### config.mk
export PLATFORM = sky130hd
export DESIGN_NAME = bfa_ctrl
export DESIGN_NICKNAME = d
export VERILOG_FILES = /design/src/hdl/bfa_pkg.sv /design/src/hdl/bfa_ctrl.sv
export SDC_FILE = /design/constraint.sdc
export NUM_CORES = 1
export LEC_CHECK = 0
export BUFFER_PORTS_ARGS = -buffer_cell sky130_fd_sc_hd__buf_4
export CORE_MARGIN = 2
export CORE_UTILIZATION = 44
export DETAILED_ROUTE_END_ITERATION = 10
export PLACE_DENSITY = 0.8
export SETUP_SLACK_MARGIN = 0.5
export SLEW_MARGIN = 30
export SYNTH_ARGS = -nofsm -noshare
export SYNTH_HDL_FRONTEND = slang
export SYNTH_SLANG_ARGS = --single-unit
### constraint.sdc
create_clock -name clk -period 2.5 [get_ports clk]
set_input_delay 0.5 -clock clk [delete_from_list [all_inputs] [get_ports clk]]
set_output_delay 0.5 -clock clk [all_outputs]
set_load 0.02 [all_outputs]
### src/hdl/bfa_pkg.sv
package bfa_pkg;

	localparam int NUM_FRAMES_DEF  = 32768;
	localparam int FRAME_BYTES_DEF = 4096;

	localparam int ADDR_W = 27;
	localparam int CNT_W  = 16;
	localparam int BASE_W = 32;
	localparam int REQ_W  = 2;

	localparam logic [CNT_W-1:0] TOTAL_RST = 16'd32768;

	localparam logic [REQ_W-1:0] REQ_ALLOC   = 2'd0;
	localparam logic [REQ_W-1:0] REQ_RELEASE = 2'd1;
	localparam logic [REQ_W-1:0] REQ_RESERVE = 2'd2;

	typedef struct packed {
		logic fill_init;  // restart the fill pointer
		logic fill_wr;    // write all ones at pointer, advance
		logic load;       // capture request
		logic rd_cur;     // read word at pointer
		logic rd_nxt;     // read word after pointer, advance
		logic alloc_wr;   // write back hit word, count up
		logic prep;       // set up region word bounds
		logic rgn_wr;     // write masked word at pointer
		logic rd_zero;    // read word 0
		logic zero_wr;    // force frame 0 used, region count update
		logic rsp_load;   // fill output register
	} bfa_cmd_t;

	typedef struct packed {
		logic fill_last;
		logic is_alloc;
		logic is_region;
		logic alloc_go;
		logic word_free;
		logic scan_last;
		logic rgn_nonempty;
		logic rgn_last;
	} bfa_sts_t;

endpackage

### src/hdl/bfa_ctrl.sv
module bfa_ctrl (
	input  logic              clk,
	input  logic              arst_n,
	input  logic              cfg_wr_en,
	input  logic              req_valid,
	output logic              req_ready,
	output logic              rsp_valid,
	input  logic              rsp_ready,
	input  bfa_pkg::bfa_sts_t sts,
	output bfa_pkg::bfa_cmd_t cmd
);

	typedef enum logic [9:0] {
		S_FILL  = 10'b00_0000_0001,
		S_IDLE  = 10'b00_0000_0010,
		S_DISP  = 10'b00_0000_0100,
		S_A_CHK = 10'b00_0000_1000,
		S_PREP  = 10'b00_0001_0000,
		S_R_RD  = 10'b00_0010_0000,
		S_R_WR  = 10'b00_0100_0000,
		S_Z_RD  = 10'b00_1000_0000,
		S_Z_WR  = 10'b01_0000_0000,
		S_FIN   = 10'b10_0000_0000
	} state_t;

	state_t state_q, state_d;
	logic   rsp_valid_q;

	assign req_ready = (state_q == S_IDLE) && !cfg_wr_en;
	assign rsp_valid = rsp_valid_q;

	always_comb begin
		cmd     = '0;
		state_d = state_q;
		case (state_q)
			S_FILL: begin
				cmd.fill_wr = 1'b1;
				if (sts.fill_last) state_d = S_IDLE;
			end
			S_IDLE: begin
				if (req_valid && req_ready) begin
					cmd.load = 1'b1;
					state_d  = S_DISP;
				end
			end
			S_DISP: begin
				if (sts.is_alloc) begin
					if (sts.alloc_go) begin
						cmd.rd_cur = 1'b1;
						state_d    = S_A_CHK;
					end else begin
						state_d = S_FIN;
					end
				end else if (sts.is_region) begin
					state_d = S_PREP;
				end else begin
					state_d = S_FIN;
				end
			end
			S_A_CHK: begin
				if (sts.word_free) begin
					cmd.alloc_wr = 1'b1;
					state_d      = S_FIN;
				end else if (sts.scan_last) begin
					state_d = S_FIN;
				end else begin
					cmd.rd_nxt = 1'b1;
				end
			end
			S_PREP: begin
				cmd.prep = 1'b1;
				state_d  = sts.rgn_nonempty ? S_R_RD : S_Z_RD;
			end
			S_R_RD: begin
				cmd.rd_cur = 1'b1;
				state_d    = S_R_WR;
			end
			S_R_WR: begin
				cmd.rgn_wr = 1'b1;
				// next word is read while this one is written
				if (sts.rgn_last) state_d = S_Z_RD;
				else cmd.rd_nxt = 1'b1;
			end
			S_Z_RD: begin
				cmd.rd_zero = 1'b1;
				state_d     = S_Z_WR;
			end
			S_Z_WR: begin
				cmd.zero_wr = 1'b1;
				state_d     = S_FIN;
			end
			S_FIN: begin
				if (!rsp_valid_q || rsp_ready) begin
					cmd.rsp_load = 1'b1;
					state_d      = S_IDLE;
				end
			end
			default: begin
				state_d = S_IDLE;
			end
		endcase
		if (cfg_wr_en) begin
			cmd           = '0;
			cmd.fill_init = 1'b1;
			state_d       = S_FILL;
		end
	end

	always_ff @(posedge clk or negedge arst_n) begin
		if (!arst_n) begin
			state_q     <= S_FILL;
			rsp_valid_q <= 1'b0;
		end else begin
			state_q <= state_d;
			if (cmd.rsp_load) rsp_valid_q <= 1'b1;
			else if (rsp_ready) rsp_valid_q <= 1'b0;
		end
	end

endmodule

* Word-level counts from Yosys, hierarchy flattened
Index checks and enable logic that the tools add are counted.
W data, S select, Z words.
** Storage, ports and cells
- Register bits after elaboration :: 11
- Latch bits :: 0
- Memory bits (writable) :: 0
- Bits in read-only memories :: 0
- Output and inout port bits :: 13
- Memories kept :: 0
** Operators by class
- $add $sub $neg :: 0
- Multipliers :: 0
- Div/mod/pow operators :: 0
- Magnitude comparators :: 0
- Equality and inequality tests :: 15
- Shift operators :: 0
- Multiplexer cells :: 33
- Bitwise gates (word level) :: 0
- Reduce and logical (&&, ||, !) cells :: 7
** Operator list (number)
- $mux W10 :: 10
- $pmux W10 S10 :: 1
- $mux W1 :: 18
- $mux W11 :: 1
- $eq A10 B1 Y1 const B :: 1
- $eq A10 B10 Y1 const B :: 1
- $eq A10 B2 Y1 const B :: 1
- $eq A10 B3 Y1 const B :: 1
- $eq A10 B4 Y1 const B :: 1
- $eq A10 B5 Y1 const B :: 1
- $eq A10 B6 Y1 const B :: 1
- $eq A10 B7 Y1 const B :: 1
- $eq A10 B8 Y1 const B :: 1
- $eq A10 B9 Y1 const B :: 1
- $ne A3 B3 Y1 const B :: 3
- $mux W8 :: 1
- $reduce_and A5 Y1 :: 1
- $ne A4 B4 Y1 const B :: 1
- $pmux W1 S2 :: 2
- $ne A3 B2 Y1 const B :: 1
- $logic_and A1 B1 Y1 :: 2
- $logic_not A1 Y1 :: 2
- $reduce_bool A2 Y1 :: 1
- $logic_or A1 B1 Y1 :: 1

* Logic depth before layout (Yosys ltp)
- Depth in word-level cells :: 7
- Depth in mapped cells :: 7
- Mapped depth without buffers :: 5

* Worst setup path before layout
Ideal clock, no wire load.
- Path kind :: register to output
- From :: register state_q[5]
- To :: output cmd[0] (netlist bit)
- Data arrival time :: 2347 ps
- Data required time :: 2000 ps
- Path slack :: -347 ps
- Cell stages (with the launch flop) :: 6
- Buffers on the path :: 0
- Path through :: dfrtp_1 -> or4_1 -> nand2b_1 -> or4_1 -> or3b_2 -> nor2_1
** RTL lines
- from (decl) :: line bfa_ctrl.sv:26 : state_t state_q, state_d;
- from (signal assigned) :: line bfa_ctrl.sv:114 : state_q <= state_d;
- to (decl) :: line bfa_ctrl.sv:10 : output bfa_pkg::bfa_cmd_t cmd

==> metrics <==
sequential fraction of the synthesis area about a third; Startpoint Class flip-flop; Synth Warn # 0; syn_area_per_cell 9.231 sq um; required time worst endpoint ~2000 ps; DR pass1 iterations 4; ANT nets after route 0; residual DRC count 0; diodes inserted 0; EDFF count, synth 0; critical path arrival around 2400 ps; vias in the first global route 956; max frequency about 340 MHz; Hold WS 43.82 ps; CTS Sinks 11; Overall Global Routing Usage a little under a third; vias after detailed routing around 1000; most frequent cells in the layout buf_4, buf_6, dfrtp_1, or4_4, nor2_1; vias per cell 5.657; initial antenna violation count 0; crit path kind reg2out; later-pin clock latency in the skew report between 200 and 300 ps; CTS clock-pin slew for the worst setup and hold paths 70 ps; Yosys reg bits 11; Hold Crit Class in2async; Pwr Total ~0.47 mW; largest net degree at the start of global routing 12; CTS buffer count 3; Layout Nets 164; Final WS setup -403.6 ps; placed cell area approximately 0.0012 sq mm; fin area 0.001549 sq mm; failing checks negative setup slack; Die Y 47.46 microns; P_leak around 0.7 nW; most common cell after layout, fill and taps aside buf_4; DR WL/cell 17.85 microns; Final Hold Violating Endpoints 0; Final GP Congestion around 0.82; Crit. End Element primary output; DPL Wire Length 1.798 mm; final setup violation count 11; worst rel slew slack about 72%; Cell variety after synth 38; H-tree levels 1; gr ovfl total 0; starting density of the core a little under half; cell at the root of the clock tree clkbuf_4; Rows 15; DRT Wirelength between 3 and 4 mm; TritonCTS clock tree built; drt first-iter violations 29; clock skew around 0.27 ps; Buffers on Ports 25; Pwr Density approximately 300 mW/mm^2; Slew Limit Fails 0; Synth Instances 90; crit-path max FO 2; IO Pins 26; worst ir drop on vdd between 0.0003 and 0.0004 V; Post-Syn Area 830.8 sq um; Core ar. between 0.0015 and 0.002 sq mm; final period demand of the worst path ~2900 ps; Synth Flop Type dfrtp_1; total die area 0.002252 sq mm; worst slew pin tran 407.5 ps; MaxCap Viol Count 0; die extent in x between 40 and 50 microns; status finished, violations left; share of cells above drive strength 1 between 60% and 70%; period utilisation layout 116.1%; Synth-to-Final Area Change 86.45%; maximum root-to-sink buffer count 2; syn_nets 103; RSZ-0062 raised after global routing yes; first-pass GRT wire length 4.657 mm; Async S/R FF share, synth 100.0%
-- through the flow --
stage          std cells  worst slack [ps]  utilization, %  setup TNS, ps
3_3_place_gp         148            -87.09           68.89         -87.09
4_1_cts              171            -384.9           84.52          -1737
6_report             175            -403.6           88.75          -2903
5_1_grt              175            -450.4           88.75          -3546
3_5_place_dp         148            -97.97           68.89         -119.5
2_1_floorplan         90            -80.16               -         -144.9
-- layout make-up --
type,instances,area [sq um]
Fill cell,85,196.4
Multi-Input combinational cell,70,663.1
Tap cell,25,31.28
Sequential cell,11,276.5
Clock buffer,4,26.28
Timing Repair Buffer,62,540.5
Inverter,3,11.26
-- cell usage after synthesis, types with 2 or more instances --
library cell	instances	share of area [%]
dfrtp_1	10	30
nor2_1	9	4.1
a21oi_1	6	3.6
nand2b_1	6	4.5
nor4_1	5	3.8
nor3_1	4	2.4
buf_6	3	4.1
inv_1	3	1.4
nand3_1	3	1.8
or4_1	3	2.7
or4_2	3	3.2
and2_1	2	1.5
buf_4	2	1.8
nand2_1	2	0.90
nor2b_1	2	1.5
nor3b_1	2	1.8
o21ai_0	2	1.2
or2b_1	2	1.8
or4_4	2	2.7
-- final timing paths --
check                           slack [ps]              startpoint                      to  cells after the start
worst max register to register        -310  state_q[4]$_DFFE_PN0P_  state_q[0]$_DFFE_PN1P_                     15
max in group asynchronous             2230                  arst_n  state_q[0]$_DFFE_PN1P_                      1
worst min-delay path                    40                  arst_n   rsp_valid$_DFFE_PN0P_                      1
worst max-delay path                  -400  state_q[4]$_DFFE_PN0P_                  cmd[0]                      6
min in group clk                       450               req_valid  state_q[1]$_DFFE_PN0P_                      2
worst min register to register         660  state_q[9]$_DFFE_PN0P_  state_q[9]$_DFFE_PN0P_                      1
-- what timing repair did --
item | CTS | global route
hold buffers | 0 | 0
gates resized for setup | 25 | 10
pin swaps | 10 | 9
setup buffers | 19 | 4
setup endpoints to repair | 18 | 19
-- per-layer routing --
layer  wire [microns]  GRT usage [%]
met5                0              0
met4              114          11.67
met3              221          6.038
met2             1498          48.11
met1             1289          40.90
-- logic make-up (layout without fill, tap and decap cells) --
| family | Yosys count | count (layout) | synth area share, % |
|---|---|---|---|
| AOI/OAI and AO/OA | 15 | 15 | 14.61 |
| xor gates and xnor gates | 2 | 2 | 2.109 |
| buffers and inverters | 9 | 69 | 7.679 |
| DFF | 11 | 11 | 33.28 |
| muxes | 1 | 1 | 1.807 |
| and+or+nand+nor | 52 | 52 | 40.51 |
-- power by group --
group | leakage (nW) | internal (mW) | switching, mW
logic | 0.526 | 0.0810 | 0.0702
clock network | 0.0150 | 0.0620 | 0.0657
registers | 0.148 | 0.182 | 0.00667
-- worst max-delay path: stages, from the launching register on --
cell and delay, ps:
dfrtp_1 400, or4_4 540, nand2b_4 160, or4_4 420
or3b_4 410, nor2_4 90, buf_6 110
-- state kept, by name, indices dropped and copies added, names as in the netlist --
name       flops
rsp_valid      1
state_q       10
Power figures use the tool's default switching activity.
